===== config.mk =====
export PLATFORM = sky130hd
export DESIGN_NAME = sf2d_isqrt
export DESIGN_NICKNAME = d
export VERILOG_FILES = /design/src/hdl/sf2d_pkg.sv /design/src/hdl/sf2d_isqrt.sv
export SDC_FILE = /design/constraint.sdc
export NUM_CORES = 2
export LEC_CHECK = 0
export BUFFER_PORTS_ARGS = -buffer_cell sky130_fd_sc_hd__buf_2
export CAP_MARGIN = 0
export CORE_MARGIN = 3
export CORE_UTILIZATION = 45
export CTS_CLUSTER_DIAMETER = 60
export DETAILED_ROUTE_END_ITERATION = 10
export PLACE_DENSITY = 0.64
export SYNTH_ARGS = -nofsm -noshare
export SYNTH_HDL_FRONTEND = slang
export SYNTH_MEMORY_MAX_BITS = 65536
export SYNTH_SLANG_ARGS = --single-unit

===== constraint.sdc =====
create_clock -name i_clk -period 4.26 [get_ports i_clk]
set_input_delay 0.426 -clock i_clk [delete_from_list [all_inputs] [get_ports i_clk]]
set_output_delay 0.426 -clock i_clk [all_outputs]
set_load 0.03 [all_outputs]

===== src/hdl/sf2d_pkg.sv =====
// Shared types and constants for the 2D spring force pipeline.
// No dependencies; imported by every module of the block.
package sf2d_pkg;

    localparam int DATA_W    = 32;
    localparam int LEN_W     = 33;
    localparam int RAD_W     = 66;
    localparam int CFG_IDX_W = 2;

    localparam logic [CFG_IDX_W-1:0] CFG_SPRING_CONSTANT = 2'd0;
    localparam logic [CFG_IDX_W-1:0] CFG_REST_LENGTH     = 2'd1;
    localparam logic [CFG_IDX_W-1:0] CFG_BUNGEE_MODE     = 2'd2;

    localparam logic [DATA_W-1:0] LIM_POS = 32'h7FFF_FFFF;
    localparam logic [DATA_W-1:0] LIM_NEG = 32'h8000_0000;

    typedef struct packed {
        logic             fm;
        logic             nx;
        logic             ny;
        logic [LEN_W-1:0] adx;
        logic [LEN_W-1:0] ady;
    } t_sq_tag;

    typedef struct packed {
        logic sat;
        logic neg;
        logic skip;
        logic zero;
    } t_div_tag;

    typedef struct packed {
        logic [DATA_W-1:0] force_x;
        logic [DATA_W-1:0] force_y;
        logic              applied;
    } t_result;

endpackage


===== src/hdl/sf2d_isqrt.sv =====
// Pipelined floor square root, one result bit per stage.
// Depends on sf2d_pkg; carries a tag and a valid bit beside the data.
module sf2d_isqrt #(
    parameter int TAG_W = 1
) (
    input  logic                       i_clk,
    input  logic                       i_rst_n,
    input  logic                       i_en,
    input  logic                       i_vld,
    input  logic [sf2d_pkg::RAD_W-1:0] i_rad,
    input  logic [TAG_W-1:0]           i_tag,
    output logic                       o_vld,
    output logic [sf2d_pkg::LEN_W-1:0] o_root,
    output logic [TAG_W-1:0]           o_tag
);
    import sf2d_pkg::*;

    localparam int STEPS = LEN_W;
    localparam int REM_W = LEN_W + 4;

    logic             r_vld  [STEPS];
    logic [RAD_W-1:0] r_rad  [STEPS];
    logic [REM_W-1:0] r_rem  [STEPS];
    logic [LEN_W-1:0] r_root [STEPS];
    logic [TAG_W-1:0] r_tag  [STEPS];

    for (genvar i = 0; i < STEPS; i++) begin : g_step
        logic             vld_in;
        logic [RAD_W-1:0] rad_in;
        logic [REM_W-1:0] rem_in;
        logic [LEN_W-1:0] root_in;
        logic [TAG_W-1:0] tag_in;
        logic [REM_W-1:0] rem_sh;
        logic [REM_W-1:0] trial;
        logic             fit;

        if (i == 0) begin : g_first
            assign vld_in  = i_vld;
            assign rad_in  = i_rad;
            assign rem_in  = '0;
            assign root_in = '0;
            assign tag_in  = i_tag;
        end else begin : g_next
            assign vld_in  = r_vld[i-1];
            assign rad_in  = r_rad[i-1];
            assign rem_in  = r_rem[i-1];
            assign root_in = r_root[i-1];
            assign tag_in  = r_tag[i-1];
        end

        assign rem_sh = {rem_in[REM_W-3:0], rad_in[RAD_W-1:RAD_W-2]};
        assign trial  = {2'b00, root_in, 2'b01};
        assign fit    = rem_sh >= trial;

        always_ff @(posedge i_clk) begin
            if (!i_rst_n) begin
                r_vld[i] <= 1'b0;
            end else if (i_en) begin
                r_vld[i] <= vld_in;
            end
        end

        always_ff @(posedge i_clk) begin
            if (i_en) begin
                r_rad[i]  <= {rad_in[RAD_W-3:0], 2'b00};
                r_rem[i]  <= fit ? (rem_sh - trial) : rem_sh;
                r_root[i] <= {root_in[LEN_W-2:0], fit};
                r_tag[i]  <= tag_in;
            end
        end
    end

    assign o_vld  = r_vld[STEPS-1];
    assign o_root = r_root[STEPS-1];
    assign o_tag  = r_tag[STEPS-1];

endmodule


==> impl_metrics.csv <==
group,metric,value,unit
synthesis,synth_area_leaders,"edfxtp_1 65%, ha_1 5.8%, xor2_1 3.1%, xnor2_1 3.1%, a21oi_1 2.2%",
clock_network,post_cts_buffers,0,
clock_network,post_cts_resized,0,
drt,route.detailed.drc,0,
synthesis,syn-instance-count,9914,
drt,antenna_left,0,
sta,layout_worst_path_cycle_share,92.2,%
critical_path,critPathKind,"reg2reg",
synthesis,yosysTopAreaCell,"edfxtp_1",
synthesis,syn_area,128000,sq um
synthesis,mappedNetlistNets,10600,
clock_network,htreeDepth,5,
critical_path,crit_start,"r_rem[0][1073]",
drt,wl,273,mm
sta,tightest_slew,1.04,ns
synthesis,dominantRegCellSynth,"edfxtp_1",
floorplan,num_io_pins,106,
drt,dr.pass1.iters,6,
synthesis,ys_ff_latch,2750,
placed_design,dp_hpwl,199,mm
critical_path,crit_required,4.87,ns
floorplan,die_h,539,um
global_routing,grt_overflow,0,
critical_path,critPathMostFrequentCell,"o21ai_0",
sta,setup_tns,0,ns
critical_path,critical_path_buf_inv_count,1,
synthesis,synth_edf_count,2749,
synthesis,ys_seq_area_share,64.6,%
sta,setup_violations,0,
clock_network,cts_hold_buf,71,
placed_design,globalplace.congestion,0.907,
final_layout,drive_gt1_share,8.37,%
drt,drtIter0Drc,6473,
final_layout,fin_nets,11000,
global_routing,grt_pass1_wl,429,mm
drt,viasPerCell,5.44,
critical_path,cp_top_family,"compound AO/OA/AOI/OAI gates",
floorplan,dieWidth,539,um
sta,maxSlewViolCount,0,
sta,slew-limit-headroom,28.6,%
drt,wl_per_cell,19.0,um
min_path,hp-start,"i_rad[52]",
sta,holdWs,0.221,ns
global_routing,grtUsageTotal,18.4,%
sta,hold_viol,0,
clock_network,cts_tree,"built",
global_routing,grt_pass1_vias,77300,
clock_network,clockBufferDepth,4,
critical_path,critPathMaxFanout,56,
floorplan,dieArea,291000,sq um
floorplan,initial_core_util,45.3,%
final_layout,area_growth,13.5,%
critical_path,r2r_start,"r_rem[0][1073]",
synthesis,async_flop_share,0,%
clock_network,cts_inserted_buffers,313,
synthesis,synth_area_per_cell,12.9,sq um
clock_network,cts-root-buf,"clkbuf_16",
critical_path,critical_path_arrival,4.54,ns
critical_path,crit_path_start_kind,"register",
clock_network,cts.sinks,2750,
pwr,leakagePower,55.2,nW
status,status,"finished, final reports clean",
placed_design,port_buffers,105,
drt,vias,78200,
sta,fmax,255,MHz
synthesis,ys_types,100,
min_path,hold_path.class,"in2reg",
floorplan,rows,195,
critical_path,endpoint_kind,"register",
global_routing,grt_max_degree,129,
synthesis,ys_warn_count,0,
floorplan,core,283000,sq um
final_layout,final_common_cell,"edfxtp_1",
clock_network,clock_latency,0.91,ns
critical_path,slowest_stage,"a211oi_1",
sta,rsz0062_at_grt,"no",
clock_network,cts.reportedPaths.clkPinSlew,0.06,ns
pwr,power_density,545,nW/um^2
global_routing,antenna_found_initial,8,
sta,min_period,3.93,ns
final_layout,mostFrequentLayoutCells,"2749 x edfxtp_1, 749 x inv_1, 700 x nand2_1",
synthesis,yosysTopAreaCellShare,64.5,%
critical_path,crit_path_cell_trace,"ha_1, o21ai_0, a211oi_1, a221oi_1, o21ai_0, a221o_1, a21o_1, a211o_1, buf_4, mux2_2",
critical_path,critPathMaxStageDelay,0.58,ns
pwr,peakVddDrop,0.388,mV
job,maxCapViolCount,0,
sta,finClkSkew,0.0691,ns
-- worst reg2reg max path: stages, from the launching register on --
cell	delay, ns
edfxtp_1	0.40
ha_1	0.36
o21ai_0	0.15
a211oi_1	0.58
a221oi_1	0.22
o21ai_0	0.45
a221o_1	0.25
a21o_1	0.18
a211o_1	0.13
buf_4	0.49
mux2_2	0.46
-- path summary, 6_finish.rpt --
| path | to | slack [ns] | depth (start not counted) |
|---|---|---|---|
| worst max-delay path | r_rem[0][1117] | 0.33 | 10 |
| worst min-delay path | r_rad[0][52] | 0.22 | 2 |
| worst max register to register | r_rem[0][1117] | 0.33 | 10 |
| worst min register to register | r_rad[0][994] | 0.40 | 0 |
-- logic make-up (layout without fill, tap and decap cells) --
group                    Yosys count  count (layout)  synth area share (%)
flip-flops                      2750            2750                  64.6
AND/OR/NAND/NOR                 2637            2637                  10.3
AO/OA/AOI/OAI                   2000            2000                  9.80
buffers and inverters            972            1673                  2.88
XOR/XNOR                         904             904                  6.19
adder cells (fa/ha/maj)          596             596                  5.83
multiplexers                      54              54                 0.470
other                              1               2               0.00293
-- cell type report --
type | count | area, sq um
timing repair buffer | 348 | 2930
clock buffer | 368 | 8100
inverter | 756 | 2840
multi-input combinational | 6192 | 41700
sequential | 2750 | 82600
antenna | 1 | 2.50
tap | 3743 | 4680
fill | 23900 | 137000
clock inverter | 201 | 2260
-- power breakdown --
part | internal [mW] | switching [mW] | leakage (nW)
Combinational | 6.56 | 9.18 | 23.7
Sequential | 34.2 | 2.39 | 26.5
Clock | 15.8 | 11.0 | 5.01
Total | 56.5 | 22.6 | 55.2
-- per-layer routing --
layer	GRT usage [%]	vias up	routed length, um
met5	0	-	13
met4	6.75	2	10000
met3	2.18	576	11800
met2	31.8	1939	135000
met1	23.7	37800	116000
li1	-	37800	-
-- through the flow --
step	total power [mW]	util, %	setup slack [ns]	area, sq um	instances
6_report	79.1	51.4	0.332	145000	14400
5_1_grt	83.2	51.4	0.163	145000	14400
4_1_cts	80.0	51.4	0.378	145000	14400
3_5_place_dp	52.7	47.4	0.411	134000	13700
3_3_place_gp	52.5	47.4	0.419	134000	13700
2_1_floorplan	47.5	-	0.986	128000	9914
-- registers in the layout, indices dropped and copies added (netlist names) --
signal,cells
r_vld,33
r_rem,1067
r_root,561
r_tag,33
r_rad,1056
-- cell usage after synthesis (all sizes together), types with 23 or more instances --
library cell	instances
a211o	24
nor2b	65
inv	754
a21o	256
nand4	131
or2	55
o21a	116
mux2	45
a31oi	53
nor2	604
nor4	159
edfxtp	2749
or3	97
xor2	453
a21boi	31
and2	24
nand2	700
or4	61
clkbuf	185
o21bai	78
a21oi	564
xnor2	451
a2111oi	23
nand2b	108
buf	31
a211oi	49
nand3	170
ha	596
o31ai	69
and3	86
nand3b	42
o21ai	536
o211ai	39
nor3	249
(Power assumes the default switching activity.)
